--- config.mk ---
export PLATFORM = sky130hd
export DESIGN_NAME = tx_rx_relay_sequencer_unit
export DESIGN_NICKNAME = d
export VERILOG_FILES = /design/src/rtl/rrs_pkg.sv /design/src/rtl/rrs_cfg_regs.sv /design/src/rtl/rrs_core.sv /design/src/rtl/tx_rx_relay_sequencer_unit.sv
export SDC_FILE = /design/constraint.sdc
export NUM_CORES = 1
export LEC_CHECK = 0
export BUFFER_PORTS_ARGS = -buffer_cell sky130_fd_sc_hd__buf_2
export CELL_PAD_IN_SITES_DETAIL_PLACEMENT = 0
export CELL_PAD_IN_SITES_GLOBAL_PLACEMENT = 1
export CORE_MARGIN = 2
export CORE_UTILIZATION = 47
export DETAILED_ROUTE_END_ITERATION = 8
export PLACE_DENSITY_LB_ADDON = 0.1
export SETUP_SLACK_MARGIN = 0.3
export SYNTH_ARGS = -nofsm -noshare
export SYNTH_HDL_FRONTEND = slang
export SYNTH_SLANG_ARGS = --single-unit
--- constraint.sdc ---
create_clock -name i_clk -period 7.1 [get_ports i_clk]
set_clock_uncertainty 0.1 [all_clocks]
set_input_delay 1.42 -clock i_clk [delete_from_list [all_inputs] [get_ports i_clk]]
set_output_delay 1.42 -clock i_clk [all_outputs]
set_load 0.1 [all_outputs]
--- src/rtl/rrs_pkg.sv ---
// shared types and constants for the tx/rx relay sequencer
package rrs_pkg;

    localparam int SAMPLES_PER_AVERAGE = 32;
    localparam int AVERAGE_SHIFT_BITS  = 7;
    localparam int BLINK_PERIOD_TICKS  = 200;

    localparam int SAMPLE_W = 10;
    localparam int TICK_W   = 16;
    localparam int GOOD_W   = 8;
    localparam int SUM_W    = 15;
    localparam int CNT_W    = 6;
    localparam int DELAY_W  = 10;
    localparam int MODE_W   = 3;
    localparam int CFG_IDX_W = 2;

    localparam logic [TICK_W-1:0]  BLINK_FULL = TICK_W'(BLINK_PERIOD_TICKS);
    localparam logic [TICK_W-1:0]  BLINK_HALF = TICK_W'(BLINK_PERIOD_TICKS / 2);
    localparam logic [CNT_W:0]     AVG_COUNT  = (CNT_W + 1)'(SAMPLES_PER_AVERAGE);
    localparam logic [DELAY_W-1:0] DELAY_MAX  = {DELAY_W{1'b1}};

    // mode codes
    localparam logic [MODE_W-1:0] MODE_STARTUP    = 3'd0;
    localparam logic [MODE_W-1:0] MODE_RX         = 3'd1;
    localparam logic [MODE_W-1:0] MODE_PREAMP_OFF = 3'd2;
    localparam logic [MODE_W-1:0] MODE_RELAY_ON   = 3'd3;
    localparam logic [MODE_W-1:0] MODE_TX         = 3'd4;
    localparam logic [MODE_W-1:0] MODE_AMP_OFF    = 3'd5;
    localparam logic [MODE_W-1:0] MODE_RELAY_OFF  = 3'd6;

    // item commands
    localparam logic CMD_TICK = 1'b0;
    localparam logic CMD_PTT  = 1'b1;

    // configuration register indexes
    localparam logic [CFG_IDX_W-1:0] CFG_SUPPLY_THRESHOLD = 2'd0;
    localparam logic [CFG_IDX_W-1:0] CFG_GOOD_PERIODS     = 2'd1;
    localparam logic [CFG_IDX_W-1:0] CFG_MINIMUM_DELAY    = 2'd2;
    localparam logic [CFG_IDX_W-1:0] CFG_INITIAL_DELAY    = 2'd3;

    // relay and led bit positions
    localparam int RLY_PRE = 0;
    localparam int RLY_ANT = 1;
    localparam int RLY_AMP = 2;
    localparam int LED_PWR = 0;
    localparam int LED_PTT = 1;

    typedef struct packed {
        logic [SAMPLE_W-1:0] supply_threshold;
        logic [GOOD_W-1:0]   good_periods_needed;
        logic [DELAY_W-1:0]  minimum_delay;
        logic [DELAY_W-1:0]  initial_delay;
    } t_cfg;

    typedef struct packed {
        logic                cmd;
        logic [SAMPLE_W-1:0] adc_sample;
        logic                ptt_level;
    } t_item;

    typedef struct packed {
        logic              relay_preamp;
        logic              relay_antenna;
        logic              relay_amplifier;
        logic              power_led;
        logic              ptt_led;
        logic [MODE_W-1:0] mode;
        logic              sample_source;
    } t_result;

endpackage

--- src/rtl/rrs_cfg_regs.sv ---
// configuration register file for the relay sequencer
module rrs_cfg_regs
    import rrs_pkg::*;
(
    input  logic                 i_clk,
    input  logic                 i_rst_n,
    input  logic                 i_cfg_valid,
    output logic                 o_cfg_ready,
    input  logic [CFG_IDX_W-1:0] i_cfg_index,
    input  logic [SAMPLE_W-1:0]  i_cfg_data,
    output t_cfg                 o_cfg
);

    t_cfg r_cfg;
    t_cfg n_cfg;

    assign o_cfg_ready = 1'b1;
    assign o_cfg       = r_cfg;

    always_comb begin
        n_cfg = r_cfg;
        if (i_cfg_valid) begin
            unique case (i_cfg_index)
                CFG_SUPPLY_THRESHOLD: n_cfg.supply_threshold    = i_cfg_data;
                CFG_GOOD_PERIODS:     n_cfg.good_periods_needed = i_cfg_data[GOOD_W-1:0];
                CFG_MINIMUM_DELAY:    n_cfg.minimum_delay       = i_cfg_data;
                CFG_INITIAL_DELAY:    n_cfg.initial_delay       = i_cfg_data;
                default:              n_cfg = r_cfg;
            endcase
        end
    end

    always_ff @(posedge i_clk) begin
        if (!i_rst_n) begin
            r_cfg.supply_threshold    <= 10'd890;
            r_cfg.good_periods_needed <= 8'd8;
            r_cfg.minimum_delay       <= 10'd70;
            r_cfg.initial_delay       <= 10'd200;
        end else begin
            r_cfg <= n_cfg;
        end
    end

endmodule

--- src/rtl/rrs_core.sv ---
// sequencer state and the per-item update logic
module rrs_core
    import rrs_pkg::*;
(
    input  logic    i_clk,
    input  logic    i_rst_n,
    input  logic    i_fire,
    input  t_item   i_item,
    input  t_cfg    i_cfg,
    output t_result o_result
);

    logic [MODE_W-1:0]   r_mode, n_mode;
    logic [TICK_W-1:0]   r_tick, n_tick;
    logic [GOOD_W-1:0]   r_good, n_good;
    logic [SUM_W-1:0]    r_sum, n_sum;
    logic [CNT_W-1:0]    r_cnt, n_cnt;
    logic [DELAY_W-1:0]  r_delay, n_delay;
    logic [2:0]          r_relay, n_relay;
    logic [1:0]          r_led, n_led;

    logic                low;
    logic [TICK_W-1:0]   tick_inc;
    logic [CNT_W:0]      cnt_inc;
    logic [SUM_W-1:0]    sum_add;
    logic [TICK_W-1:0]   delay_sum;

    assign low       = i_item.adc_sample < i_cfg.supply_threshold;
    assign tick_inc  = r_tick + 1'b1;
    assign cnt_inc   = {1'b0, r_cnt} + 1'b1;
    assign sum_add   = r_sum + SUM_W'(i_item.adc_sample);
    assign delay_sum = TICK_W'(sum_add >> AVERAGE_SHIFT_BITS) + TICK_W'(i_cfg.minimum_delay);

    always_comb begin
        n_mode  = r_mode;
        n_tick  = r_tick;
        n_good  = r_good;
        n_sum   = r_sum;
        n_cnt   = r_cnt;
        n_delay = r_delay;
        n_relay = r_relay;
        n_led   = r_led;

        if (i_item.cmd == CMD_TICK && r_mode == MODE_STARTUP) begin
            n_tick = tick_inc;
            if (low) begin
                n_good = '0;
            end
            if (tick_inc == BLINK_HALF) begin
                n_led[LED_PWR] = 1'b1;
                n_led[LED_PTT] = 1'b0;
            end
            if (tick_inc == BLINK_FULL) begin
                n_good = n_good + 1'b1;
                n_tick = '0;
                if (n_good == i_cfg.good_periods_needed) begin
                    n_good  = '0;
                    n_delay = i_cfg.initial_delay;
                    if (i_item.ptt_level) begin
                        n_led[LED_PTT]   = 1'b0;
                        n_relay[RLY_PRE] = 1'b1;
                        n_mode           = MODE_RX;
                    end else begin
                        n_led[LED_PTT]   = 1'b1;
                        n_relay[RLY_ANT] = 1'b1;
                        n_mode           = MODE_RELAY_ON;
                    end
                end else begin
                    n_led[LED_PWR] = 1'b0;
                    if (low) begin
                        n_led[LED_PTT] = 1'b1;
                    end
                end
            end
        end else if (i_item.cmd == CMD_TICK) begin
            // potentiometer averaging sets the step delay
            if (cnt_inc == AVG_COUNT) begin
                n_delay = (delay_sum > TICK_W'(DELAY_MAX)) ? DELAY_MAX
                                                           : delay_sum[DELAY_W-1:0];
                n_sum   = '0;
                n_cnt   = '0;
            end else begin
                n_sum = sum_add;
                n_cnt = cnt_inc[CNT_W-1:0];
            end
            n_tick = tick_inc;
            if (tick_inc == TICK_W'(n_delay)) begin
                unique case (r_mode)
                    MODE_AMP_OFF: begin
                        n_relay[RLY_ANT] = 1'b0;
                        n_mode           = MODE_RELAY_OFF;
                    end
                    MODE_RELAY_OFF: begin
                        n_relay[RLY_PRE] = 1'b1;
                        n_mode           = MODE_RX;
                    end
                    MODE_PREAMP_OFF: begin
                        n_relay[RLY_ANT] = 1'b1;
                        n_mode           = MODE_RELAY_ON;
                    end
                    MODE_RELAY_ON: begin
                        n_relay[RLY_AMP] = 1'b1;
                        n_mode           = MODE_TX;
                    end
                    default: n_mode = r_mode;
                endcase
                n_tick = '0;
            end
        end else if (r_mode != MODE_STARTUP) begin
            n_tick = '0;
            if (i_item.ptt_level) begin
                n_led[LED_PTT] = 1'b0;
                unique case (r_mode)
                    MODE_PREAMP_OFF: begin
                        n_relay[RLY_PRE] = 1'b1;
                        n_mode           = MODE_RX;
                    end
                    MODE_RELAY_ON: begin
                        n_relay[RLY_ANT] = 1'b0;
                        n_mode           = MODE_RELAY_OFF;
                    end
                    MODE_TX: begin
                        n_relay[RLY_AMP] = 1'b0;
                        n_mode           = MODE_AMP_OFF;
                    end
                    default: n_mode = r_mode;
                endcase
            end else begin
                n_led[LED_PTT] = 1'b1;
                unique case (r_mode)
                    MODE_AMP_OFF: begin
                        n_relay[RLY_AMP] = 1'b1;
                        n_mode           = MODE_TX;
                    end
                    MODE_RELAY_OFF: begin
                        n_relay[RLY_ANT] = 1'b1;
                        n_mode           = MODE_RELAY_ON;
                    end
                    MODE_RX: begin
                        n_relay[RLY_PRE] = 1'b0;
                        n_mode           = MODE_PREAMP_OFF;
                    end
                    default: n_mode = r_mode;
                endcase
            end
        end
    end

    // result shows the state after the item
    always_comb begin
        o_result.relay_preamp    = n_relay[RLY_PRE];
        o_result.relay_antenna   = n_relay[RLY_ANT];
        o_result.relay_amplifier = n_relay[RLY_AMP];
        o_result.power_led       = n_led[LED_PWR];
        o_result.ptt_led         = n_led[LED_PTT];
        o_result.mode            = n_mode;
        o_result.sample_source   = (n_mode != MODE_STARTUP);
    end

    always_ff @(posedge i_clk) begin
        if (!i_rst_n) begin
            r_mode  <= MODE_STARTUP;
            r_tick  <= '0;
            r_good  <= '0;
            r_sum   <= '0;
            r_cnt   <= '0;
            r_delay <= 10'd200;
            r_relay <= '0;
            r_led   <= '0;
        end else if (i_fire) begin
            r_mode  <= n_mode;
            r_tick  <= n_tick;
            r_good  <= n_good;
            r_sum   <= n_sum;
            r_cnt   <= n_cnt;
            r_delay <= n_delay;
            r_relay <= n_relay;
            r_led   <= n_led;
        end
    end

`ifndef SYNTH
    // relay patterns tied to the settled modes
    a_startup_relays_off: assert property (@(posedge i_clk) disable iff (!i_rst_n)
        r_mode == MODE_STARTUP |-> r_relay == 3'b000)
        else $error("relay energised during startup");

    a_rx_relays: assert property (@(posedge i_clk) disable iff (!i_rst_n)
        r_mode == MODE_RX |-> r_relay == 3'b001)
        else $error("receive mode with wrong relay pattern");

    a_tx_relays: assert property (@(posedge i_clk) disable iff (!i_rst_n)
        r_mode == MODE_TX |-> r_relay == 3'b110)
        else $error("transmit mode with wrong relay pattern");

    a_no_return_to_startup: assert property (@(posedge i_clk) disable iff (!i_rst_n)
        r_mode != MODE_STARTUP |=> r_mode != MODE_STARTUP)
        else $error("sequencer fell back into startup");
`endif

endmodule

--- src/rtl/tx_rx_relay_sequencer_unit.sv ---
// top level of the tx/rx relay sequencer: input register, core, result register
// an accepted beat is held in the input register until its result enters the result register
// throughput: one beat per cycle while i_stall is low, set by the state update in rrs_core
// the result register lets a new beat enter while a finished result waits
// reset (synchronous, active low): startup mode, relays and leds off, registers at defaults
module tx_rx_relay_sequencer_unit
    import rrs_pkg::*;
(
    input  logic                 i_clk,
    input  logic                 i_rst_n,
    input  logic                 i_valid,
    output logic                 o_stall,
    input  logic                 i_cmd,
    input  logic [SAMPLE_W-1:0]  i_adc_sample,
    input  logic                 i_ptt_level,
    output logic                 o_valid,
    input  logic                 i_stall,
    output logic                 o_relay_preamp,
    output logic                 o_relay_antenna,
    output logic                 o_relay_amplifier,
    output logic                 o_power_led,
    output logic                 o_ptt_led,
    output logic [MODE_W-1:0]    o_mode,
    output logic                 o_sample_source,
    input  logic                 i_cfg_valid,
    output logic                 o_cfg_ready,
    input  logic [CFG_IDX_W-1:0] i_cfg_index,
    input  logic [SAMPLE_W-1:0]  i_cfg_data
);

    t_cfg    cfg;
    t_result core_result;

    logic    r_in_vld, n_in_vld;
    t_item   r_in;
    logic    r_out_vld;
    t_result r_out;
    logic    advance;
    logic    in_take;

    rrs_cfg_regs u_cfg (
        .i_clk       (i_clk),
        .i_rst_n     (i_rst_n),
        .i_cfg_valid (i_cfg_valid),
        .o_cfg_ready (o_cfg_ready),
        .i_cfg_index (i_cfg_index),
        .i_cfg_data  (i_cfg_data),
        .o_cfg       (cfg)
    );

    rrs_core u_core (
        .i_clk    (i_clk),
        .i_rst_n  (i_rst_n),
        .i_fire   (advance),
        .i_item   (r_in),
        .i_cfg    (cfg),
        .o_result (core_result)
    );

    // held beat moves on when the result register is free or draining
    assign advance = r_in_vld && (!r_out_vld || !i_stall);
    assign o_stall = r_in_vld && !advance;
    assign in_take = i_valid && !o_stall;

    always_comb begin
        n_in_vld = r_in_vld;
        if (in_take) begin
            n_in_vld = 1'b1;
        end else if (advance) begin
            n_in_vld = 1'b0;
        end
    end

    always_ff @(posedge i_clk) begin
        if (!i_rst_n) begin
            r_in_vld  <= 1'b0;
            r_out_vld <= 1'b0;
        end else begin
            r_in_vld <= n_in_vld;
            if (advance) begin
                r_out_vld <= 1'b1;
            end else if (!i_stall) begin
                r_out_vld <= 1'b0;
            end
        end
    end

    always_ff @(posedge i_clk) begin
        if (in_take) begin
            r_in.cmd        <= i_cmd;
            r_in.adc_sample <= i_adc_sample;
            r_in.ptt_level  <= i_ptt_level;
        end
        if (advance) begin
            r_out <= core_result;
        end
    end

    assign o_valid           = r_out_vld;
    assign o_relay_preamp    = r_out.relay_preamp;
    assign o_relay_antenna   = r_out.relay_antenna;
    assign o_relay_amplifier = r_out.relay_amplifier;
    assign o_power_led       = r_out.power_led;
    assign o_ptt_led         = r_out.ptt_led;
    assign o_mode            = r_out.mode;
    assign o_sample_source   = r_out.sample_source;

`ifndef SYNTH
    a_advance_fills_output: assert property (@(posedge i_clk) disable iff (!i_rst_n)
        advance |=> r_out_vld)
        else $error("processed beat did not reach the result register");

    a_held_beat_kept: assert property (@(posedge i_clk) disable iff (!i_rst_n)
        r_in_vld && !advance |=> r_in_vld && $stable(r_in))
        else $error("waiting input beat lost or changed");

    a_no_stall_when_empty: assert property (@(posedge i_clk) disable iff (!i_rst_n)
        !r_in_vld |-> !o_stall)
        else $error("input stalled with an empty input register");
`endif

endmodule

==> impl_results.md <==
* Status: completed
* Clock Path Buffers at 2
* Count of distinct cell types in the synthesized netlist at 90
* Sequential Power Share at 42.0%
* Slew HR at ~29%
* Place WS at around 0.44 ns
* Total Routing Usage GR at between 20% and 30%
* First-pass GRT wire length at ~33,000 microns
* Sw Ratio at a little over a quarter
* Synth area leaders: dfxtp_1, edfxtp_1, nand2_1, a21oi_1, ha_1
* R2r startpoint: r_in[1]
* Int Pwr at approximately 1.3 mW
* GP Congestion at roughly 0.91
* Final setup vio count at 0
* Vias per inst at just under 6
* FFs w/ async S/R, synth at 0%
* Initial drt markers at ~450
* Placed insts at 1,125
* Routed WL at about 21,000 microns
* Initial Util at 47.8%
* Average wire per standard cell at around 18 microns
* Largest net degree at the start of global routing at 50
* # hold bufs at CTS at 0
* WL met1 at 9120 microns
* Maxcap violations at 0
* Root buf cell: clkbuf_16
* Final Power at 1.82 mW
* Placed Area at slightly below 8000 sq um
* Final worst-path cycle share at approximately 87%
* Die width at around 130 microns
* Highest metal used: met4
* Initial DRT Pass Iterations at 5
* Synth Register Bits at between 100 and 150
* Vias in the first global route at approximately 6,400
* Post-Syn Area at 7540 sq um
* Cell mode on critical path: a21oi_1
* Worst Setup SP: r_in[1]
* H-tree depth at 4
* Worst-path clk slew at roughly 0.060 ns
* Avg Cell Area, Syn at 8.26 sq um
* Clk pwr share at 46.2%
* PD cells at between 200 and 250 nW/um^2
* Congestion Overflow GR at 0
* Psw at about 490 uW
* Cell accounting for the most synthesized area: dfxtp_1
* Fillers at 1,499
* Crit start category: flop
* Combinational power share at about an eighth
* Leakage power total at 3.25 nW
* CTS buffer count at 17
* IO Pins at between 40 and 50
* Max Clock Freq at roughly 160 MHz
* Unrepaired setup endpoints after global routing: no
* Final instance area at about 8400 sq um
* Ratio of cells with drive above 1 in the final layout at 11.0%
* Nets at 993
* Port-buffer cells at 39
* Worst Path Required at between 7 and 8 ns
* P&R area growth vs syn at 12.0%
* Synthesized net count at roughly 980
* CP Class: flop to flop
* Seq/Total Area, Yosys at between 30 and 40%
* Hold Path Origin: u_core.r_led[0]
* Number of synthesized flops with an enable pin at 21
* Share of the synthesized area in the top cell type at 27.4%
* Syn Inst Count at 913
* DP HPWL at roughly 15,000 microns
* DRC Markers at 0
* Crit path DAT at around 6.4 ns
* Critical-path maximum fanout at 12
* CP max-delay cell: a2111oi_4
* Met2 WL at between 10,000 and 15,000 microns
* Count leader, synth: nand2_1
* Num Clock Sinks at 124
* Final min period at around 6.2 ns
* Critical path's largest stage delay at 0.64 ns
* Clock Latency Late Sink at 0.42 ns
* Peak supply drop at approximately 0.00018 V
* Post-route ant nets at 0
* Least-Margin Pin Slew at ~1.1 ns
* Hold Crit Class: flop to flop
* Final Max Tran Viols at 0
* Crit. End Element: flop
* Via Count at a little under 7,000
* Most used DFF post-synth: dfxtp_1
* Met3 wire len at slightly below 1000 microns
* Critical path cell sequence: ha_1 -> fa_1 -> a21o_1 -> a21oi_1 -> o21bai_1 -> a21oi_1 -> o21bai_1 -> a21oi_1 -> o21bai_1 -> a21oi_1 -> xnor2_1 -> ha_1 -> a21o_1 -> a21oi_2 -> a21oi_1 -> or2_0 -> o311ai_1 -> a21o_1 -> a2111oi_4 -> buf_12 -> a2111oi_4 -> or2b_1 -> a311oi_1
* List of most frequent post-synthesis cells: nand2_1, dfxtp_1, a21oi_1, nor2_1, o21ai_0
* Diodes inserted at 0
* Core Region at about 16,000 sq um
* CTS tree: built
* Row count at between 40 and 50
* Setup WS post-layout at slightly below 0.9 ns
* Initial antenna violation count at 0
* Die area at roughly 17,000 sq um
* Final Non-Filler Cells at 1,160
* Syn. warnings at 0
* Setup_tns at 0 ns
* Die height at roughly 130 microns
* Final hold vios at 0
state kept, by name, indices dropped and copies added (netlist names):
| signal | flops |
|---|---|
| o_mode | 3 |
| o_power_led | 1 |
| o_ptt_led | 1 |
| o_relay_amplifier | 1 |
| o_relay_antenna | 1 |
| o_relay_preamp | 1 |
| o_sample_source | 1 |
| o_valid | 1 |
| r_in | 12 |
| r_in_vld | 1 |
| u_cfg.o_cfg | 38 |
| u_core.r_cnt | 6 |
| u_core.r_delay | 10 |
| u_core.r_good | 8 |
| u_core.r_led | 2 |
| u_core.r_mode | 3 |
| u_core.r_relay | 3 |
| u_core.r_sum | 15 |
| u_core.r_tick | 16 |
power groups by stage:
stage	clock network [mW]	logic, mW	registers, mW
global placement	0	0.206	0.778
detailed placement	0	0.210	0.779
finish	0.841	0.213	0.765
floorplan	0	0.137	0.791
CTS	0.857	0.211	0.764
global route	0.889	0.234	0.767
through the flow:
step | hold WS [ns] | util, %
2_1_floorplan | 0.332 | -
3_3_place_gp | 0.343 | 49.5
3_5_place_dp | 0.355 | 49.5
4_1_cts | 0.362 | 53.1
5_1_grt | 0.377 | 53.5
6_report | 0.362 | 53.5
repair_timing:
item,4_1_cts,5_1_grt
hold endpoints to repair,0,0
endpoints found under the setup margin,0,28
gates resized for setup,0,2
setup buffers,0,2
kinds of logic (layout without fill, tap and decap cells):
logic type / after synthesis / after routing / synth area share (%)
AND/OR/NAND/NOR: 346 / 346 / 22.3
multiplexers: 9 / 9 / 1.21
adder cells (fa/ha/maj): 33 / 33 / 5.68
other: 1 / 1 / 0.0498
AO/OA/AOI/OAI: 278 / 279 / 25.3
XOR/XNOR: 41 / 41 / 5.06
flip-flops: 124 / 124 / 35.7
buffers and inverters: 81 / 111 / 4.71
layout make-up:
cell class,count,area [sq um],area share (%)
inverter,32,120,1.42
multi-input combinational,709,4520,53.6
timing repair buffer,47,268,3.17
tap,216,270,3.20
clock inverter,12,123,1.45
sequential,124,2690,31.9
clock buffer,20,447,5.29
cells in the final DEF (no fill, tap or decap), types with 16 or more instances in the layout:
cell type / n
a21oi_1: 87
o211ai_1: 16
dfxtp_1: 103
xnor2_1: 26
nand2_1: 138
nor2_1: 62
edfxtp_1: 21
inv_1: 31
a311oi_1: 17
clkbuf_16: 17
buf_2: 39
o21ai_0: 43
ha_1: 31
and3_1: 16
nand3_1: 38
worst paths after layout:
kind	to	cells past startpoint	slack, ns
setup reg to reg	u_core.r_tick[7]	23	0.89
hold reg to reg	u_core.r_led[0]	2	0.36
hold / removal	u_core.r_led[0]	2	0.36
setup / recovery	u_core.r_tick[7]	23	0.89
critical path: cells and delay by family (launching register included):
kind | cells | cell delay (ns)
buf+inv | 1 | 0.17
compound gates | 16 | 3.75
flops | 1 | 0.41
fa+ha+maj | 3 | 0.98
xor+xnor | 1 | 0.15
simple gates | 2 | 0.53
per-layer routing:
metal  up-vias  track usage (%)
met1      3273             31.6
met3        40             4.97
li1       3358                -
met5         -                0
met4         0             10.3
met2       183             43.1
No activity file was read; power rests on OpenSTA's default activity.
